--- src/rtl/core/dpp_pkg.sv ---
`default_nettype none
package dpp_pkg;

  localparam int SLOTS   = 64;
  localparam int SLOT_W  = $clog2(SLOTS);
  localparam int CNT_W   = 16;
  localparam int PRIO_W  = 7;
  localparam int TIME_W  = 32;
  localparam int STATE_W = 3;
  localparam int KIND_W  = 3;
  localparam int NUM_W   = CNT_W + 4;
  localparam int DEN_W   = CNT_W + 1;

  localparam logic [PRIO_W-1:0] PRIO_MAX     = PRIO_W'(100);
  localparam logic [PRIO_W-1:0] PRIO_DEFAULT = PRIO_W'(60);
  localparam logic [3:0]        NICE_MID     = 4'd5;
  localparam logic [3:0]        NICE_SCALE   = 4'd10;
  localparam logic [CNT_W-1:0]  CNT_MAX      = {CNT_W{1'b1}};

  typedef enum logic [STATE_W-1:0] {
    ST_UNUSED   = 3'd0,
    ST_USED     = 3'd1,
    ST_SLEEPING = 3'd2,
    ST_RUNNABLE = 3'd3,
    ST_RUNNING  = 3'd4,
    ST_ZOMBIE   = 3'd5
  } slot_state_t;

  typedef enum logic [KIND_W-1:0] {
    K_TICK      = 3'd0,
    K_PICK      = 3'd1,
    K_SET_STATE = 3'd2,
    K_SET_PRIO  = 3'd3,
    K_CREATE    = 3'd4
  } kind_t;

  typedef enum logic [3:0] {
    S_IDLE,
    S_DISP,
    S_TICK_RD,
    S_TICK_WR,
    S_PK_RD,
    S_PK_LD,
    S_PK_DIV,
    S_PK_CMP,
    S_PK_END,
    S_OP_RD,
    S_OP_WR,
    S_DONE
  } fsm_t;

  typedef struct packed {
    logic accept;
    logic idx_clr;
    logic idx_inc;
    logic rd_slot;
    logic tick_wr;
    logic tick_clk;
    logic pk_load;
    logic div_step;
    logic pk_cmp;
    logic pk_commit;
    logic op_wr;
    logic out_load;
  } cmd_t;

  typedef struct packed {
    logic [KIND_W-1:0] kind;
    logic              idx_last;
    logic              runnable;
    logic              div_last;
    logic              out_free;
  } sts_t;

endpackage
`default_nettype wire

--- src/rtl/core/dpp_ctrl.sv ---
`default_nettype none
module dpp_ctrl (
  input  wire logic          clk,
  input  wire logic          rst_n,
  input  wire logic          in_tvalid,
  output logic               in_tready,
  input  wire dpp_pkg::sts_t sts,
  output dpp_pkg::cmd_t      cmd
);

  dpp_pkg::fsm_t state_r, state_nxt;

  always_ff @(posedge clk) begin
    if (!rst_n) begin
      state_r <= dpp_pkg::S_IDLE;
    end else begin
      state_r <= state_nxt;
    end
  end

  always_comb begin
    state_nxt = state_r;
    unique case (state_r)
      dpp_pkg::S_IDLE: begin
        if (in_tvalid) state_nxt = dpp_pkg::S_DISP;
      end
      dpp_pkg::S_DISP: begin
        priority case (sts.kind)
          dpp_pkg::K_TICK:      state_nxt = dpp_pkg::S_TICK_RD;
          dpp_pkg::K_PICK:      state_nxt = dpp_pkg::S_PK_RD;
          dpp_pkg::K_SET_STATE,
          dpp_pkg::K_SET_PRIO,
          dpp_pkg::K_CREATE:    state_nxt = dpp_pkg::S_OP_RD;
          default:              state_nxt = dpp_pkg::S_DONE;
        endcase
      end
      dpp_pkg::S_TICK_RD: state_nxt = dpp_pkg::S_TICK_WR;
      dpp_pkg::S_TICK_WR: begin
        state_nxt = sts.idx_last ? dpp_pkg::S_DONE : dpp_pkg::S_TICK_RD;
      end
      dpp_pkg::S_PK_RD: state_nxt = dpp_pkg::S_PK_LD;
      dpp_pkg::S_PK_LD: begin
        if (sts.runnable) begin
          state_nxt = dpp_pkg::S_PK_DIV;
        end else begin
          state_nxt = sts.idx_last ? dpp_pkg::S_PK_END : dpp_pkg::S_PK_RD;
        end
      end
      dpp_pkg::S_PK_DIV: begin
        if (sts.div_last) state_nxt = dpp_pkg::S_PK_CMP;
      end
      dpp_pkg::S_PK_CMP: begin
        state_nxt = sts.idx_last ? dpp_pkg::S_PK_END : dpp_pkg::S_PK_RD;
      end
      dpp_pkg::S_PK_END: state_nxt = dpp_pkg::S_DONE;
      dpp_pkg::S_OP_RD:  state_nxt = dpp_pkg::S_OP_WR;
      dpp_pkg::S_OP_WR:  state_nxt = dpp_pkg::S_DONE;
      dpp_pkg::S_DONE: begin
        if (sts.out_free) state_nxt = dpp_pkg::S_IDLE;
      end
      default: state_nxt = dpp_pkg::S_IDLE;
    endcase
  end

  always_comb begin
    cmd       = '0;
    in_tready = 1'b0;
    unique case (state_r)
      dpp_pkg::S_IDLE: begin
        in_tready  = 1'b1;
        cmd.accept = in_tvalid;
      end
      dpp_pkg::S_DISP:    cmd.idx_clr = 1'b1;
      dpp_pkg::S_TICK_RD: ;
      dpp_pkg::S_TICK_WR: begin
        cmd.tick_wr = 1'b1;
        cmd.idx_inc = 1'b1;
      end
      dpp_pkg::S_PK_RD: ;
      dpp_pkg::S_PK_LD: begin
        cmd.pk_load = sts.runnable;
        cmd.idx_inc = !sts.runnable;
      end
      dpp_pkg::S_PK_DIV: cmd.div_step = 1'b1;
      dpp_pkg::S_PK_CMP: begin
        cmd.pk_cmp  = 1'b1;
        cmd.idx_inc = 1'b1;
      end
      dpp_pkg::S_PK_END: cmd.pk_commit = 1'b1;
      dpp_pkg::S_OP_RD:  cmd.rd_slot = 1'b1;
      dpp_pkg::S_OP_WR:  cmd.op_wr = 1'b1;
      dpp_pkg::S_DONE: begin
        cmd.out_load = sts.out_free;
        cmd.tick_clk = sts.out_free && (sts.kind == dpp_pkg::K_TICK);
      end
      default: ;
    endcase
  end

endmodule
`default_nettype wire

--- config.mk ---
export PLATFORM = sky130hd
export DESIGN_NAME = dpp_ctrl
export DESIGN_NICKNAME = d
export VERILOG_FILES = /design/src/rtl/core/dpp_pkg.sv /design/src/rtl/core/dpp_ctrl.sv
export SDC_FILE = /design/constraint.sdc
export NUM_CORES = 1
export LEC_CHECK = 0
export BUFFER_PORTS_ARGS = -buffer_cell sky130_fd_sc_hd__clkbuf_2
export CAP_MARGIN = 10
export CORE_AREA = 2 2 39 41
export DETAILED_ROUTE_END_ITERATION = 12
export DIE_AREA = 0 0 41 43
export PLACE_DENSITY_LB_ADDON = 0.1
export SLEW_MARGIN = 5
export SYNTH_ARGS = -nofsm -noshare
export SYNTH_HDL_FRONTEND = slang
export SYNTH_SLANG_ARGS = --single-unit
--- constraint.sdc ---
create_clock -name clk -period 3.55 [get_ports clk]
set_input_delay 0.1775 -clock clk [delete_from_list [all_inputs] [get_ports clk]]
set_output_delay 0.1775 -clock clk [all_outputs]
set_load 0.1 [all_outputs]
==> results.md <==
- Hold depth: 3
- Post-route DRC violation count: 0
- Most frequent cells in the layout: 22 x clkbuf_2, 8 x nor2_1, 7 x nand2_1, 6 x inv_1, 6 x a21oi_1
- Endpoints failing hold: 0
- Highest-delay cell along the critical path: dfxtp_1
- Yosys top cell area share: 18.23%
- Nets: 99
- Area grow syn2layout: 30.48%
- Postcts setup bufs: 0
- First-pass GRT wire length: 2.049 mm
- Clock transition at path regs: 0.04 ns
- Post-route minimum period: 2.094 ns
- Synthesized area: 439.2 µm²
- RSZ-0062 raised after global routing: no
- Y dimension of the die: 43 µm
- Wirelength, routed: 1.258 mm
- Via density per instance: 5.583
- FP Rows: 14
- Simple-Gate Fraction of Synth Area: 44.16%
- Setup WS post-layout: 1.456 ns
- CP arrival: 1.92 ns
- Top cells by area, synth: dfxtp_1 18%, a21oi_1 6.8%, nor2_1 6.8%
- Worst path required time: 3.37 ns
- Post-synth top area cell: dfxtp_1
- Total power: 0.4914 mW
- Max VDD drop: 0.0003573 V
- Max H-tree Level: 1
- Final global-route overflow total: 0
- Num ports: 23
- Vias in the first global route: 486
- Tot GR Track Use: 16.27%
- CP Launch Type: flop
- Starting Density: 31.74%
- Yosys warns: 0
- Pin count of the biggest net entering global routing: 19
- Adder-cell share of the synthesized area: 0%
- Setup_tns: 0 ns
- # fillers: 157
- Iteration count of the initial detailed-routing pass: 4
- DR vias: 575
- Seq cells post-synth: 4
- Syn_nets: 77
- Worst slew pin tran: 0.5409 ns
- Most common cell after layout, fill and taps aside: clkbuf_2
- Core Area: 1384 µm²
- Post-synthesis sequential area ratio: 18.23%
- Final worst path period share: 58.98%
- Layout cells sized above 1: 32.18%
- Critical Path Fanout Max: 17
- Clock Skew: 0.004418 ns
- Number of cells on the worst reg-to-reg path: 4
- Worst slack at placement: 1.725 ns
- Routability cong.: 0.7391
- XOR/XNOR Fraction of Synth Area: 1.994%
- Die Width: 41 µm
- Biggest regs: state_r: 4 flops
- Initial antenna violation count: 0
- Detail Route Antenna Nets: 0
- Clock buffer count from CTS: 3
- Max reg flops: 4
- Cts-stage hold buffer count: 0
- Worst slew margin: 64.09%
- CP Cell Sequence: nand2b_1, nor3_2, and3b_1, clkbuf_2
- Critical path class: flop to output port
- Mapped Cells: 67
- Critical path endpoint category: output port
- Crit-path max cell delay: 0.64 ns
- # diodes: 0
- Post-CTS Resized: 0
- Iteration-0 DRC Markers: 7
- Root Buffer Master: clkbuf_4
- Clk_lat worst skew: 0.24 ns
- Final setup vio count: 0
- Full die area: 1763 µm²
- Leak: 0.2648 nW
- Mux cell area share after synthesis: 0%
- Library cells used by synthesis: 31
- Highest clock rate: 477.6 MHz
- Final Max Slew Viols: 0
- Routed length per instance: 12.21 µm
- CTS tree: done
- DP HPWL: 937 µm
- Pwr Density: 857.5 nW/µm²
- Port Buf Inserts: 22
- MaxCap Viol Count: 0
- CTS max path bufs: 2
- Sinks on Clock Net: 4
- Status: complete, no violations
- Hold crit path type: input pin to flop
- Largest family of logic cells by synthesized area: simple AND/OR/NAND/NOR gates
- Compound-gate portion of the synthesized area: 25.07%
- Syn_area_per_cell: 6.555 µm²
- Top reg by flops: state_r
[critical path, delay by kind of cell (launching register included)]
family | cells | cell delay [ns]
buf+inv | 1 | 0.45
simple gates | 3 | 0.59
flops | 1 | 0.64
[final cells by class]
type,count,area (µm²),share of cell area (%)
multi-input combinational,52,317.8,55.46
clock buffer,3,22.52,3.930
sequential,4,80.08,13.97
timing repair buffer,22,110.1,19.21
inverter,6,22.52,3.930
tap,16,20.02,3.493
[synth_stat cells, drive strengths merged]
cell and n:
a21oi 6, a31o 1, a31oi 2, a32oi 1
and2 1, and3b 1, and4 1, buf 4
clkbuf 1, dfxtp 4, inv 6, nand2 7
nand2b 2, nand3b 1, nand4b 1, nand4bb 1
nor2 8, nor2b 2, nor3 5, nor3b 1
nor4 1, o2111ai 1, o211a 1, o21ai 3
o221ai 1, o31ai 1, or4 1, or4b 1
xor2 1
[cell families after synthesis]
kind of cell              after synthesis
AOI/OAI and AO/OA                      17
xor gates and xnor gates                1
buffers and inverters                  11
DFF                                     4
and+or+nand+nor                        34
[routing by layer]
metal | wire length [µm] | GRT usage [%]
met4 | 10 | 8.000
met5 | 0 | 0
met2 | 575 | 23.44
met3 | 93 | 0
met1 | 579 | 24.12
[power by group]
group	leakage (nW)	internal (mW)	total, mW	switching (mW)
registers	0.0330	0.0580	0.104	0.0465
clock network	0.0138	0.0378	0.0568	0.0189
logic	0.218	0.0638	0.330	0.266
[through the flow]
stage | hold WS (ns) | utilization (%) | instances | instance area (µm²)
4_1_cts | 0.2479 | 41.41 | 103 | 573.1
5_1_grt | 0.2663 | 41.41 | 103 | 573.1
3_5_place_dp | 0.4927 | 39.78 | 100 | 550.5
3_3_place_gp | 0.5037 | 39.78 | 100 | 550.5
6_report | 0.2449 | 41.41 | 103 | 573.1
2_1_floorplan | 0.3338 | - | 67 | 444.2
[final timing paths]
path | from | endpoint | slack, ns
setup / recovery | state_r[0]$_SDFFE_PN0P_ | cmd[6] | 1.46
hold / removal | rst_n | state_r[0]$_SDFFE_PN0P_ | 0.24
setup reg to reg | state_r[2]$_SDFFE_PN0P_ | state_r[1]$_SDFFE_PN0P_ | 1.91
hold reg to reg | state_r[1]$_SDFFE_PN0P_ | state_r[1]$_SDFFE_PN0P_ | 0.71
Note: power is estimated with default switching activity, not from simulation.
